### src/sexp_pkg.sv
// Shared types, kind codes and lookup tables for the s-expression tokenizer.
package sexp_pkg;

    // Datapath sizes
    localparam int NUMBER_WIDTH  = 32;
    localparam int KEYWORD_CHARS = 8;
    localparam int WIN_W         = KEYWORD_CHARS * 8;
    localparam int VALUE_W       = 32;
    localparam int TDATA_W       = 56;
    localparam int QUEUE_DEPTH   = 4;
    localparam int PTR_W         = $clog2(QUEUE_DEPTH);
    localparam int CNT_W         = $clog2(QUEUE_DEPTH + 1);

    // Result kind codes
    typedef logic [4:0] kind_t;
    localparam kind_t KIND_EOF         = 5'd0;
    localparam kind_t KIND_PUNCT_FIRST = 5'd1;
    localparam kind_t KIND_NUMBER      = 5'd14;
    localparam kind_t KIND_SYMBOL      = 5'd15;
    localparam kind_t KIND_TEXT        = 5'd16;
    localparam kind_t KIND_DEFN        = 5'd17;
    localparam kind_t KIND_LET         = 5'd18;
    localparam kind_t KIND_FN          = 5'd19;
    localparam kind_t KIND_IF          = 5'd20;
    localparam kind_t KIND_PRINTLN     = 5'd21;
    localparam kind_t KIND_PRINT       = 5'd22;
    localparam kind_t KIND_TRUE        = 5'd23;
    localparam kind_t KIND_FALSE       = 5'd24;
    localparam kind_t KIND_NIL         = 5'd25;
    localparam kind_t KIND_BUILTIN     = 5'd26;
    localparam kind_t KIND_ERROR       = 5'd27;
    localparam kind_t KIND_BYTE        = 5'd28;

    // Character codes
    localparam logic [7:0] CH_SPACE   = 8'h20;
    localparam logic [7:0] CH_NEWLINE = 8'h0A;
    localparam logic [7:0] CH_QUOTE   = 8'h22;

    // Scanner modes
    typedef enum logic [2:0] {
        MODE_IDLE,
        MODE_NUMBER,
        MODE_SYMBOL,
        MODE_STRING,
        MODE_ERROR
    } mode_t;

    // One result item
    typedef struct packed {
        kind_t              kind;
        logic [VALUE_W-1:0] number_value;
        logic               number_overflow;
        logic [7:0]         text_byte;
        logic [7:0]         text_length;
        logic               last_of_item;
    } result_t;

    // Results produced by one item, handed to the output queue
    typedef struct packed {
        logic [1:0] count;
        result_t    first;
        result_t    second;
    } push_t;

    // Punctuation characters, kind is position plus one
    localparam int PUNCT_COUNT = 13;
    localparam logic [7:0] PUNCT_CHARS [PUNCT_COUNT] = '{
        "(", ")", "[", "]", "*", "-", "+", "/", "&", "'", "=", "<", ">"
    };

    // Keyword and builtin table; text is right-justified, first character highest
    localparam int WORD_COUNT = 23;
    localparam logic [WIN_W-1:0] WORD_TEXT [WORD_COUNT] = '{
        "defn", "let", "fn", "if", "println", "print", "true", "false", "nil",
        "nil?", "empty?", "context!", "cons", "seq?", "list", "and", "or",
        "not", "mod", "nth", "size", "first", "rest"
    };
    localparam logic [7:0] WORD_LEN [WORD_COUNT] = '{
        8'd4, 8'd3, 8'd2, 8'd2, 8'd7, 8'd5, 8'd4, 8'd5, 8'd3,
        8'd4, 8'd6, 8'd8, 8'd4, 8'd4, 8'd4, 8'd3, 8'd2,
        8'd3, 8'd3, 8'd3, 8'd4, 8'd5, 8'd4
    };
    localparam kind_t WORD_KIND [WORD_COUNT] = '{
        KIND_DEFN, KIND_LET, KIND_FN, KIND_IF, KIND_PRINTLN, KIND_PRINT,
        KIND_TRUE, KIND_FALSE, KIND_NIL,
        KIND_BUILTIN, KIND_BUILTIN, KIND_BUILTIN, KIND_BUILTIN, KIND_BUILTIN,
        KIND_BUILTIN, KIND_BUILTIN, KIND_BUILTIN, KIND_BUILTIN, KIND_BUILTIN,
        KIND_BUILTIN, KIND_BUILTIN, KIND_BUILTIN, KIND_BUILTIN
    };

    // Punctuation kind of a character; KIND_EOF means not punctuation
    function automatic kind_t punct_kind(input logic [7:0] c);
        kind_t k;
        k = KIND_EOF;
        for (int i = 0; i < PUNCT_COUNT; i++) begin
            if (c == PUNCT_CHARS[i]) begin
                k = kind_t'(KIND_PUNCT_FIRST + i);
            end
        end
        return k;
    endfunction

    // Class a finished symbol by its window and length
    function automatic kind_t symbol_kind(input logic [WIN_W-1:0] window,
                                          input logic [7:0] len);
        kind_t k;
        k = KIND_SYMBOL;
        for (int i = WORD_COUNT - 1; i >= 0; i--) begin
            if (len == WORD_LEN[i] && window == WORD_TEXT[i]) begin
                k = WORD_KIND[i];
            end
        end
        return k;
    endfunction

endpackage

### src/sexp_scan.sv
// Scanner state and per-item token logic for the s-expression tokenizer.
module sexp_scan (
    input  logic           clk,
    input  logic           rst_n,
    input  logic           item_fire,
    input  logic [7:0]     item_char,
    input  logic           item_end,
    output sexp_pkg::push_t push
);
    import sexp_pkg::*;

    mode_t                   mode_reg, mode_next;
    logic [NUMBER_WIDTH-1:0] acc_reg, acc_next;
    logic                    sat_reg, sat_next;
    logic [WIN_W-1:0]        window_reg, window_next;
    logic [7:0]              len_reg, len_next;

    logic                    is_digit, is_letter, is_extra, is_space, is_quote;
    logic                    is_symch, is_punct;
    kind_t                   pk;
    logic [NUMBER_WIDTH+3:0] acc_wide;
    logic [7:0]              len_inc;
    logic [WIN_W-1:0]        window_take;

    // Classify the incoming character
    assign is_digit  = (item_char >= "0") && (item_char <= "9");
    assign is_letter = ((item_char >= "a") && (item_char <= "z")) ||
                       ((item_char >= "A") && (item_char <= "Z"));
    assign is_extra  = (item_char == "*") || (item_char == "+") || (item_char == "-") ||
                       (item_char == "!") || (item_char == "?") || (item_char == "_");
    assign is_space  = (item_char == CH_SPACE) || (item_char == CH_NEWLINE);
    assign is_quote  = (item_char == CH_QUOTE);
    assign is_symch  = is_letter || is_digit || is_extra;
    assign pk        = punct_kind(item_char);
    assign is_punct  = (pk != KIND_EOF);

    // Multiply by ten and add the digit, with headroom to spot saturation
    assign acc_wide = ({4'b0, acc_reg} << 3) + ({4'b0, acc_reg} << 1) +
                      {{NUMBER_WIDTH{1'b0}}, item_char[3:0]};

    // Saturating length and symbol window update
    assign len_inc     = (len_reg == 8'hFF) ? len_reg : len_reg + 8'd1;
    assign window_take = (len_reg < 8'(KEYWORD_CHARS)) ?
                         {window_reg[WIN_W-9:0], item_char} : window_reg;

    // Next state
    always_comb
    begin
        logic start;
        start       = 1'b0;
        mode_next   = mode_reg;
        acc_next    = acc_reg;
        sat_next    = sat_reg;
        window_next = window_reg;
        len_next    = len_reg;
        unique case (mode_reg)
            MODE_ERROR:
            begin
                mode_next = MODE_ERROR;
            end
            MODE_NUMBER:
            begin
                if (!item_end && is_digit)
                begin
                    if (|acc_wide[NUMBER_WIDTH+3:NUMBER_WIDTH])
                    begin
                        acc_next = {NUMBER_WIDTH{1'b1}};
                        sat_next = 1'b1;
                    end
                    else
                    begin
                        acc_next = acc_wide[NUMBER_WIDTH-1:0];
                    end
                end
                else
                begin
                    start = 1'b1;
                end
            end
            MODE_SYMBOL:
            begin
                if (!item_end && is_symch)
                begin
                    window_next = window_take;
                    len_next    = len_inc;
                end
                else
                begin
                    start = 1'b1;
                end
            end
            MODE_STRING:
            begin
                if (item_end || is_quote)
                begin
                    mode_next = MODE_IDLE;
                end
                else
                begin
                    len_next = len_inc;
                end
            end
            MODE_IDLE:
            begin
                start = 1'b1;
            end
            default:
            begin
                mode_next = MODE_IDLE;
            end
        endcase

        // Scan the character from idle
        if (start)
        begin
            if (item_end || is_space || is_punct)
            begin
                mode_next = MODE_IDLE;
            end
            else if (is_digit)
            begin
                mode_next = MODE_NUMBER;
                acc_next  = {{(NUMBER_WIDTH-4){1'b0}}, item_char[3:0]};
                sat_next  = 1'b0;
            end
            else if (is_letter)
            begin
                mode_next   = MODE_SYMBOL;
                window_next = {{(WIN_W-8){1'b0}}, item_char};
                len_next    = 8'd1;
            end
            else if (is_quote)
            begin
                mode_next = MODE_STRING;
                len_next  = 8'd0;
            end
            else
            begin
                mode_next = MODE_ERROR;
            end
        end
    end

    // Results of the item
    always_comb
    begin
        result_t lead, tail;
        logic    lead_valid, tail_valid, use_tail;
        lead       = '0;
        tail       = '0;
        lead_valid = 1'b0;
        tail_valid = 1'b0;
        use_tail   = 1'b0;
        unique case (mode_reg)
            MODE_ERROR:
            begin
                use_tail = 1'b0;
            end
            MODE_NUMBER:
            begin
                if (item_end || !is_digit)
                begin
                    lead_valid           = 1'b1;
                    lead.kind            = KIND_NUMBER;
                    lead.number_value    = VALUE_W'(acc_reg);
                    lead.number_overflow = sat_reg;
                    use_tail             = 1'b1;
                end
            end
            MODE_SYMBOL:
            begin
                lead_valid = 1'b1;
                if (!item_end && is_symch)
                begin
                    lead.kind      = KIND_BYTE;
                    lead.text_byte = item_char;
                end
                else
                begin
                    lead.kind        = symbol_kind(window_reg, len_reg);
                    lead.text_length = len_reg;
                    use_tail         = 1'b1;
                end
            end
            MODE_STRING:
            begin
                lead_valid = 1'b1;
                if (item_end || is_quote)
                begin
                    lead.kind        = KIND_TEXT;
                    lead.text_length = len_reg;
                    use_tail         = item_end;
                end
                else
                begin
                    lead.kind      = KIND_BYTE;
                    lead.text_byte = item_char;
                end
            end
            MODE_IDLE:
            begin
                use_tail = 1'b1;
            end
            default:
            begin
                use_tail = 1'b0;
            end
        endcase

        if (use_tail)
        begin
            if (item_end)
            begin
                tail_valid = 1'b1;
                tail.kind  = KIND_EOF;
            end
            else if (is_punct)
            begin
                tail_valid = 1'b1;
                tail.kind  = pk;
            end
            else if (is_letter)
            begin
                tail_valid     = 1'b1;
                tail.kind      = KIND_BYTE;
                tail.text_byte = item_char;
            end
            else if (!(is_space || is_digit || is_quote))
            begin
                tail_valid = 1'b1;
                tail.kind  = KIND_ERROR;
            end
        end

        // Pack into the queue slots, mark the final one
        push.count  = {1'b0, lead_valid} + {1'b0, tail_valid};
        push.first  = lead_valid ? lead : tail;
        push.second = tail;
        push.first.last_of_item  = (push.count == 2'd1);
        push.second.last_of_item = 1'b1;
    end

    // State registers
    always_ff @(posedge clk or negedge rst_n)
    begin
        if (!rst_n)
        begin
            mode_reg   <= MODE_IDLE;
            acc_reg    <= '0;
            sat_reg    <= 1'b0;
            window_reg <= '0;
            len_reg    <= '0;
        end
        else if (item_fire)
        begin
            mode_reg   <= mode_next;
            acc_reg    <= acc_next;
            sat_reg    <= sat_next;
            window_reg <= window_next;
            len_reg    <= len_next;
        end
    end

    // The error mode is final until reset
    a_error_holds: assert property (@(posedge clk) disable iff (!rst_n)
        (mode_reg == MODE_ERROR) |=> (mode_reg == MODE_ERROR))
        else $error("scanner left the error mode");

    // No results come out of the error mode
    a_error_silent: assert property (@(posedge clk) disable iff (!rst_n)
        (mode_reg == MODE_ERROR) |-> (push.count == 2'd0))
        else $error("result produced in error mode");

    // Two results: only the second one closes the item
    a_last_order: assert property (@(posedge clk) disable iff (!rst_n)
        (push.count == 2'd2) |-> (push.second.last_of_item && !push.first.last_of_item))
        else $error("last marker on wrong result");

endmodule

### src/sexp_outq.sv
// Result queue of the s-expression tokenizer: takes up to two items, gives one per cycle while head_ready is high.
module sexp_outq (
    input  logic              clk,
    input  logic              rst_n,
    input  sexp_pkg::push_t   push,
    output logic              room,
    output logic              head_valid,
    input  logic              head_ready,
    output sexp_pkg::result_t head
);
    import sexp_pkg::*;

    result_t           mem [QUEUE_DEPTH];
    logic [PTR_W-1:0]  rd_ptr_reg, rd_ptr_next;
    logic [PTR_W-1:0]  wr_ptr_reg, wr_ptr_next;
    logic [CNT_W-1:0]  count_reg, count_next;
    logic              pop;

    // Pop on a completed output handshake
    assign head_valid = (count_reg != '0);
    assign pop        = head_valid && head_ready;
    assign head       = mem[rd_ptr_reg];

    // Room for two more items after this cycle's pop
    assign room = (count_reg <= CNT_W'(QUEUE_DEPTH - 2)) ||
                  ((count_reg == CNT_W'(QUEUE_DEPTH - 1)) && pop);

    // Advance pointers and fill count
    always_comb
    begin
        rd_ptr_next = pop ? rd_ptr_reg + PTR_W'(1) : rd_ptr_reg;
        wr_ptr_next = wr_ptr_reg + PTR_W'(push.count);
        count_next  = count_reg + CNT_W'(push.count) - CNT_W'(pop);
    end

    always_ff @(posedge clk or negedge rst_n)
    begin
        if (!rst_n)
        begin
            rd_ptr_reg <= '0;
            wr_ptr_reg <= '0;
            count_reg  <= '0;
        end
        else
        begin
            rd_ptr_reg <= rd_ptr_next;
            wr_ptr_reg <= wr_ptr_next;
            count_reg  <= count_next;
        end
    end

    // Store the item's results
    always_ff @(posedge clk)
    begin
        if (push.count != 2'd0)
        begin
            mem[wr_ptr_reg] <= push.first;
        end
        if (push.count == 2'd2)
        begin
            mem[wr_ptr_reg + PTR_W'(1)] <= push.second;
        end
    end

    // Fill count never exceeds the depth
    a_count_bound: assert property (@(posedge clk) disable iff (!rst_n)
        count_reg <= CNT_W'(QUEUE_DEPTH))
        else $error("result queue overfilled");

    // Results only arrive when there is room for them
    a_push_room: assert property (@(posedge clk) disable iff (!rst_n)
        (push.count != 2'd0) |-> room)
        else $error("results pushed without room");

    // A pop without push lowers the count by one
    a_pop_count: assert property (@(posedge clk) disable iff (!rst_n)
        (pop && (push.count == 2'd0)) |=> (count_reg == $past(count_reg) - CNT_W'(1)))
        else $error("queue count lost track of a pop");

endmodule

### src/s_expression_tokenizer_top.sv
// Top level of the s-expression tokenizer: input register, scanner and result queue.
//
// The block takes one character (or an end mark in s_tuser) per input item and gives
// token results on the master side, one result per cycle while m_tready is high. An
// input item is held in the input register, scanned once the queue has room for two
// results, and its zero, one or two results enter a four-entry queue, which offers the
// first result at its head. Input items are taken every cycle as long as the queue has
// room for two results; the output port moves one result per cycle while m_tready is
// high, so a sustained rate of one item per cycle holds when items average at most one
// result, and an item that ends a token and starts another gives two results. After a
// bad character the block gives an error result and then takes items without giving
// results until reset.
module s_expression_tokenizer_top (
    input  logic                            clk,
    input  logic                            rst_n,
    input  logic                            s_tvalid,
    output logic                            s_tready,
    input  logic [7:0]                      s_tdata,   // [7:0] char_code
    input  logic                            s_tuser,   // [0] is_end
    output logic                            m_tvalid,
    input  logic                            m_tready,
    output logic [sexp_pkg::TDATA_W-1:0]    m_tdata,   // [31:0] number_value,
                                                       // [32] number_overflow,
                                                       // [40:33] text_byte,
                                                       // [48:41] text_length, zero above
    output logic [4:0]                      m_tuser,   // [4:0] kind
    output logic                            m_tlast    // last_of_item
);
    import sexp_pkg::*;

    logic       in_valid_reg, in_valid_next;
    logic [7:0] in_char_reg;
    logic       in_end_reg;
    logic       fire;
    logic       room;
    push_t      push_live;
    push_t      push;
    result_t    head;

    // Scan the held item once the queue can take its results
    assign fire     = in_valid_reg && room;
    assign s_tready = !in_valid_reg || fire;

    always_comb
    begin
        in_valid_next = in_valid_reg;
        if (s_tvalid && s_tready)
        begin
            in_valid_next = 1'b1;
        end
        else if (fire)
        begin
            in_valid_next = 1'b0;
        end
    end

    always_ff @(posedge clk or negedge rst_n)
    begin
        if (!rst_n)
        begin
            in_valid_reg <= 1'b0;
        end
        else
        begin
            in_valid_reg <= in_valid_next;
        end
    end

    // Hold the input item payload
    always_ff @(posedge clk)
    begin
        if (s_tvalid && s_tready)
        begin
            in_char_reg <= s_tdata;
            in_end_reg  <= s_tuser;
        end
    end

    sexp_scan u_scan (
        .clk       (clk),
        .rst_n     (rst_n),
        .item_fire (fire),
        .item_char (in_char_reg),
        .item_end  (in_end_reg),
        .push      (push_live)
    );

    assign push = fire ? push_live : '0;

    sexp_outq u_outq (
        .clk        (clk),
        .rst_n      (rst_n),
        .push       (push),
        .room       (room),
        .head_valid (m_tvalid),
        .head_ready (m_tready),
        .head       (head)
    );

    // Map the head result onto the master side
    assign m_tuser = head.kind;
    assign m_tlast = head.last_of_item;
    assign m_tdata = {{(TDATA_W - 49){1'b0}}, head.text_length, head.text_byte,
                      head.number_overflow, head.number_value};

endmodule
### config.mk
export PLATFORM = sky130hd
export DESIGN_NAME = s_expression_tokenizer_top
export DESIGN_NICKNAME = d
export VERILOG_FILES = /design/src/sexp_pkg.sv /design/src/sexp_scan.sv /design/src/sexp_outq.sv /design/src/s_expression_tokenizer_top.sv
export SDC_FILE = /design/constraint.sdc
export NUM_CORES = 1
export LEC_CHECK = 0
export BUFFER_PORTS_ARGS = -buffer_cell sky130_fd_sc_hd__buf_2
export CELL_PAD_IN_SITES_DETAIL_PLACEMENT = 1
export CELL_PAD_IN_SITES_GLOBAL_PLACEMENT = 1
export CORE_ASPECT_RATIO = 0.6
export CORE_UTILIZATION = 50
export DETAILED_ROUTE_END_ITERATION = 16
export GPL_TIMING_DRIVEN = 0
export PLACE_DENSITY_LB_ADDON = 0.1
export SLEW_MARGIN = 30
export SYNTH_ARGS = -nofsm -noshare
export SYNTH_HDL_FRONTEND = slang
export SYNTH_SLANG_ARGS = --single-unit
export TNS_END_PERCENT = 50
### constraint.sdc
create_clock -name clk -period 4.47 [get_ports clk]
set_clock_uncertainty 0.15 [all_clocks]
set_input_delay 0.6705 -clock clk [delete_from_list [all_inputs] [get_ports clk]]
set_output_delay 0.6705 -clock clk [all_outputs]
set_load 0.03 [all_outputs]
==> results of run 1 <==
==> worst max-delay path, cell delays in order, from the launching register on <==
cell	delay, ps
edfxtp_1	490
fa_1	570
fa_1	490
a21oi_2	220
o21ai_1	160
a311oi_2	460
o21a_1	290
o31a_1	230
a31oi_1	180
mux2i_4	350
clkbuf_4	320
o211ai_1	150
a22o_1	250
==> metal layers <==
layer / up-vias / global-route usage / wire length (um)
met4: 2 / 0.0719 / 1080
met2: 823 / 0.471 / 25300
li1: 6569 / - / -
met5: - / 0 / 13
met3: 89 / 0.103 / 7620
met1: 8007 / 0.568 / 30200
==> layout by cell type, fill, tap and decap left out, types with 18 or more instances in the layout <==
cell type	n
dfxtp_1	164
inv_1	23
nand3_1	44
nor3_1	22
edfxtp_1	65
nand2b_1	19
and3_1	18
nand4_1	23
a22o_1	118
a21o_1	19
dfrtp_1	114
o22ai_1	22
ha_1	72
mux4_2	55
clkbuf_16	37
nor2_1	52
a21oi_1	47
nor4_1	23
nand2_1	79
o21ai_0	46
a32o_1	134
and2_1	34
buf_2	88
clkbuf_1	89
==> cell usage after synthesis, drive strengths merged (7+ instances only) <==
master / count / share of area
nor3: 24 / 0.0068
a32o: 134 / 0.076
nand2: 79 / 0.017
a21oi: 49 / 0.014
nor2: 65 / 0.014
dfrtp: 116 / 0.16
nand2b: 19 / 0.0067
a31oi: 9 / 0.0032
inv: 27 / 0.0057
nor2b: 16 / 0.0057
and4: 7 / 0.0035
ha: 72 / 0.051
and3: 18 / 0.0064
xnor2: 13 / 0.0064
or4: 13 / 0.0055
dfxtp: 164 / 0.19
o22ai: 26 / 0.0092
o21a: 7 / 0.0030
buf: 36 / 0.010
o211ai: 13 / 0.0055
nor4: 28 / 0.0099
nor3b: 8 / 0.0034
a22o: 118 / 0.059
nand3: 46 / 0.013
nand4: 23 / 0.0081
edfxtp: 65 / 0.11
o21ai: 53 / 0.015
xor2: 16 / 0.0079
mux4: 55 / 0.070
nand4b: 8 / 0.0040
a211oi: 7 / 0.0030
and2: 35 / 0.012
clkbuf: 96 / 0.020
a21o: 19 / 0.0081
==> kinds of logic after synthesis <==
group | after synthesis
xor+xnor | 29
fa+ha+maj | 75
flops | 345
mux | 61
compound gates | 487
buf+inv | 159
other cells | 1
simple gates | 433
==> area by class of cell <==
type                            count  area [um^2]  area share
Tap cell                          459          574      0.0284
Clock inverter                     11          163     0.00804
Clock buffer                       50         1000      0.0497
Antenna cell                        1         2.50    0.000124
Multi-Input combinational cell   1092         9130       0.451
Buffer                            130          583      0.0288
Timing Repair Buffer               80          510      0.0252
Sequential cell                   345         8140       0.402
Inverter                           27          116     0.00575
==> through the flow <==
step,std cells,util,setup slack (ps),hold slack (ps),instance area (um^2)
finish,2195,0.591,40.4,160,20200
global route,2194,0.591,-23.3,149,20200
CTS,2193,0.586,-54.6,148,20100
detailed placement,2126,0.546,-1220,300,18700
global placement,2124,0.544,-1110,291,18600
floorplan,1596,-,489,225,17700
==> worst min-delay path by stage <==
stage | startpoint | endpoint | slack, ps | depth (start not counted)
CTS | s_tuser | in_end_reg | 150 | 1
global placement | u_outq.mem[2][35] | u_outq.mem[2][35] | 290 | 1
finish | s_tdata[2] | in_char_reg[2] | 160 | 1
global route | s_tdata[2] | in_char_reg[2] | 150 | 1
detailed placement | u_outq.mem[2][34] | u_outq.mem[2][34] | 300 | 1
floorplan | rst_n | in_valid_reg | 220 | 0
==> power by group through the flow <==
stage | sequential (W) | clock, W | combinational, W
floorplan | 0.00354 | 0 | 0.00165
global placement | 0.00361 | 0 | 0.00240
detailed placement | 0.00363 | 0 | 0.00250
CTS | 0.00356 | 0.00310 | 0.00261
global route | 0.00360 | 0.00323 | 0.00284
finish | 0.00359 | 0.00308 | 0.00269
==> repair_timing <==
action / in CTS / in global routing
resized for setup: 46 / 36
setup buffers: 5 / 5
pin swaps: 0 / 2
hold buffers: 1 / 0
setup endpoints to repair: 257 / 269
endpoints found under the hold margin: 32 / 0
==> flow_metrics.py, run 1 <==
metrics = {
    "logic_synthesis": {
        "syn_area_per_cell_um2": 11.1,
        "async_flop_share": 0.336,
        "yosys.area_share.xor_xnor": 0.0144,
        "synth_edf_count": 65,
        "synthAdderAreaFrac": 0.0544,
        "synth_top_family_by_area": "compound AO/OA/AOI/OAI gates",
        "ys_seq_area_frac": 0.461,
        "synthCells": 1590,
        "synth_ff_type": "dfxtp_1",
        "synth_seq_cells": 345,
        "synth_compound_area_frac": 0.222,
        "synthMuxAreaShare": 0.0739,
        "yosys_warnings": 0,
        "synthSimpleGateAreaFrac": 0.138,
        "synth_cell_type_count": 81,
        "netlist_area_mm2": 0.0177,
    },
    "setup_path": {
        "endpoint_kind": "flip-flop",
        "timing.rr.start": "in_char_reg[3]",
        "reg2regPathDepth": 12,
        "cp-endpoint": "u_scan.acc_reg[25]",
        "rrSetupSlack_ps": 40,
        "path_max_fanout": 10,
        "rr_endpoint": "u_scan.acc_reg[25]",
        "startpoint": "in_char_reg[3]",
        "crit_path_start_kind": "flip-flop",
        "critPathRequiredTime_ps": 4730,
        "arrival_ps": 4690,
        "crit_type": "reg -> reg",
    },
    "cells_and_area": {
        "finalNetCount": 1798,
        "drive_above_1_share": 0.168,
        "largest_register_ffs": 220,
        "syn_to_final_growth_pct": 14.5,
        "nFillCells": 3609,
    },
    "global_route": {
        "grt_overflow": 0,
        "antenna_found_initial": 1,
        "grt_pass1_vias": 15400,
        "grt_max_degree": 85,
        "grt.total_usage": 0.357,
        "grt_first_pass_wirelength_um": 97600,
    },
    "drt": {
        "wirelength_um": 64200,
        "remaining_drc_errors": 0,
        "vias_per_cell": 7.06,
        "num_vias": 15500,
        "wl_per_cell_um": 29.2,
        "drtIter0Drc": 1830,
        "detail-route-antenna-nets": 0,
        "dr.pass1.iters": 5,
    },
    "sta": {
        "tns_ps": 0,
        "fmax_mhz": 226,
        "grt_setup_unrepaired": "yes",
        "min_period_ps": 4430,
        "hold_violations": 0,
        "fin_crit_sh": 0.991,
        "finalMaxSlewViolations": 0,
        "max-slew-margin-rel": 0.335,
        "setup_violations": 0,
        "tightestPinTransition_ps": 997,
    },
    "power_and_ir_drop": {
        "finalPower_w": 0.00936,
        "p_int_w": 0.00602,
        "p_sw_w": 0.00334,
        "pwr-share-comb": 0.288,
        "seqPwrFrac": 0.384,
        "powerDensity_mw_per_mm2": 463,
        "peakVddDrop_v": 0.000377,
        "p_leak_nw": 8.23,
        "swShare": 0.357,
        "clkPwrFrac": 0.329,
    },
    "place": {
        "place_hpwl_um": 47500,
        "place_congestion": 0.957,
        "placement.io_buffers": 69,
    },
    "floorplanning": {
        "io_pins": 77,
        "core-area_mm2": 0.0342,
        "die_area_mm2": 0.0361,
        "rows": 52,
        "die_h_um": 148,
        "dieWidth_um": 245,
        "start_util": 0.516,
    },
    "clocking": {
        "clock_sinks": 345,
        "cts_tree": "built",
        "clkLatencyLatePin_ps": 530,
        "cts_made_buffers": 34,
        "h-tree-depth": 2,
        "cts_buffer_depth": 3,
        "clk_pin_slew_ps": 60,
        "root_buffer": "clkbuf_16",
    },
    "min_path": {
        "hp-class": "in -> reg",
    },
    "status": {
        "status": "finished clean",
    },
    "run": {
        "maxCapViolCount": 0,
    },
}
Power figures use the tool's default switching activity.
==> inputs of run 2 (changes only) <==
- CTS_BUF_LIST: default -> sky130_fd_sc_hd__clkbuf_16
==> flow_metrics.py, run 2 (same netlist as run 1, synthesis figures left out) <==
metrics = {
    "status": {
        "status": "finished clean",
    },
    "drt": {
        "detail-route-antenna-nets": 0,
        "num_vias": 15500,
        "wirelength_um": 64100,
        "vias_per_cell": 7.05,
        "wl_per_cell_um": 29.2,
        "drtIter0Drc": 2009,
        "dr.pass1.iters": 5,
        "remaining_drc_errors": 0,
    },
    "global_route": {
        "met3_usage": 0.103,
        "grt.total_usage": 0.357,
        "grt_overflow": 0,
        "antenna_found_initial": 1,
        "grt_first_pass_wirelength_um": 97600,
        "grt_max_degree": 85,
        "grt_pass1_vias": 15400,
        "grt.met2_usage": 0.470,
        "use_met1": 0.568,
        "busiest_layer": "met1",
    },
    "clocking": {
        "cts_made_buffers": 34,
        "h-tree-depth": 2,
        "clock_sinks": 345,
        "clk_pin_slew_ps": 60,
        "cts_buffer_depth": 3,
        "cts_tree": "built",
        "clkLatencyLatePin_ps": 530,
        "root_buffer": "clkbuf_16",
    },
    "sta": {
        "min_period_ps": 4430,
        "finalMaxSlewViolations": 0,
        "fin_crit_sh": 0.991,
        "grt_setup_unrepaired": "yes",
        "max-slew-margin-rel": 0.348,
        "tightestPinTransition_ps": 978,
        "hold_violations": 0,
        "tns_ps": 0,
        "setup_violations": 0,
        "fmax_mhz": 226,
    },
    "floorplanning": {
        "rows": 52,
        "dieWidth_um": 245,
        "core-area_mm2": 0.0342,
        "die_area_mm2": 0.0361,
        "die_h_um": 148,
        "io_pins": 77,
        "start_util": 0.516,
    },
    "setup_path": {
        "critPathMaxStageDelay_ps": 570,
        "slowest_stage": "fa_1",
        "cpMostUsedCell": "fa_1",
        "endpoint_kind": "flip-flop",
        "path_max_fanout": 10,
        "arrival_ps": 4690,
        "critPathRequiredTime_ps": 4730,
        "crit_path_start_kind": "flip-flop",
        "crit_buf_inv": 1,
        "path_cells": "fa_1, fa_1, a21oi_2, o21ai_1, a311oi_2, o21a_1, o31a_1, a31oi_1, mux2i_4, clkbuf_4, o211ai_1, a22o_1",
        "cp.depth": 12,
        "reg2regPathDepth": 12,
        "cp_top_family": "compound AO/OA/AOI/OAI gates",
        "crit_type": "reg -> reg",
    },
    "power_and_ir_drop": {
        "powerDensity_mw_per_mm2": 460,
        "finalPower_w": 0.00929,
        "p_leak_nw": 8.25,
        "peakVddDrop_v": 0.000378,
    },
    "cells_and_area": {
        "finalNetCount": 1798,
        "largest_register_ffs": 220,
        "antennaDiodeCount": 0,
        "nFillCells": 3608,
        "syn_to_final_growth_pct": 14.3,
        "drive_above_1_share": 0.167,
        "layout_commonest_cell": "dfxtp_1",
        "final_cell_mix": "dfxtp_1, a32o_1, a22o_1",
    },
    "place": {
        "place_hpwl_um": 47500,
        "place_congestion": 0.957,
        "placement.io_buffers": 69,
    },
    "min_path": {
        "hold_depth": 1,
        "hp-class": "in -> reg",
    },
    "run": {
        "maxCapViolCount": 0,
    },
}
==> run 2: cell count changes in the layout (fill, tap and decap cells not counted), sizes merged <==
| cell | previous run | this run |
|---|---|---|
| clkbuf | 147 | 134 |
| diode | 1 | 0 |
| inv | 25 | 35 |
| clkinv | 5 | 8 |
==> run 2: worst reg2reg max path, cell delays in order, from the launching register on <==
cell and delay, ps:
edfxtp_1 490, fa_1 570, fa_1 490, a21oi_2 220, o21ai_1 160, a311oi_2 460, o21a_1 290, o31a_1 230
a31oi_1 180, mux2i_4 350, clkbuf_4 320, o211ai_1 160, a22o_1 250
==> run 2: path summary, 6_finish.rpt <==
kind | from | endpoint | slack, ps
min in group asynchronous | rst_n | u_scan.window_reg[2] | 460
max reg2reg | in_char_reg[3] | u_scan.acc_reg[25] | 40
min | s_tdata[2] | in_char_reg[2] | 160
max | in_char_reg[3] | u_scan.acc_reg[25] | 40
min reg2reg | u_outq.mem[3][22] | u_outq.mem[3][22] | 320
max in group asynchronous | rst_n | u_scan.acc_reg[25] | 2960
==> run 2: final cells by class <==
| type | count | area, um^2 | area share |
|---|---|---|---|
| flip-flops and latches | 345 | 8140 | 0.403 |
| multi-input cells | 1092 | 9130 | 0.452 |
| plain buffers | 130 | 583 | 0.0289 |
| inverters | 27 | 116 | 0.00576 |
| clock buffers | 37 | 926 | 0.0459 |
| repair buffers | 80 | 510 | 0.0253 |
| clock inverters | 24 | 211 | 0.0105 |
| well taps | 459 | 574 | 0.0284 |
==> run 2: per-layer routing <==
metal | vias to the layer above | routed length (um) | part of all wire
met5 | - | 13 | 0.00020
met4 | 2 | 1040 | 0.016
met3 | 87 | 7600 | 0.12
met2 | 807 | 25200 | 0.39
met1 | 7993 | 30300 | 0.47
li1 | 6573 | - | -
==> run 2: repair_timing <==
action / in CTS / in global routing
setup endpoints to repair: 257 / 269
endpoints found under the hold margin: 32 / 0
buffers inserted: 5 / 5
resized for setup: 46 / 36
hold buffers: 1 / 0
pin swaps: 0 / 2
==> run 2: stage by stage <==
stage	setup WS (ps)	hold WS, ps	instances	cell area (um^2)	util
2_1_floorplan	489	225	1596	17700	-
3_3_place_gp	-1110	291	2124	18600	0.544
3_5_place_dp	-1220	300	2126	18700	0.546
4_1_cts	-54.9	148	2193	20000	0.585
5_1_grt	-23.6	148	2194	20200	0.590
6_report	40.2	162	2194	20200	0.590
==> run 2: power by group <==
group	leakage, nW	total (W)	switching, W	internal, W
clock network	0.599	0.00301	0.00128	0.00173
registers	3.49	0.00359	0.000209	0.00338
logic	4.16	0.00269	0.00185	0.000835
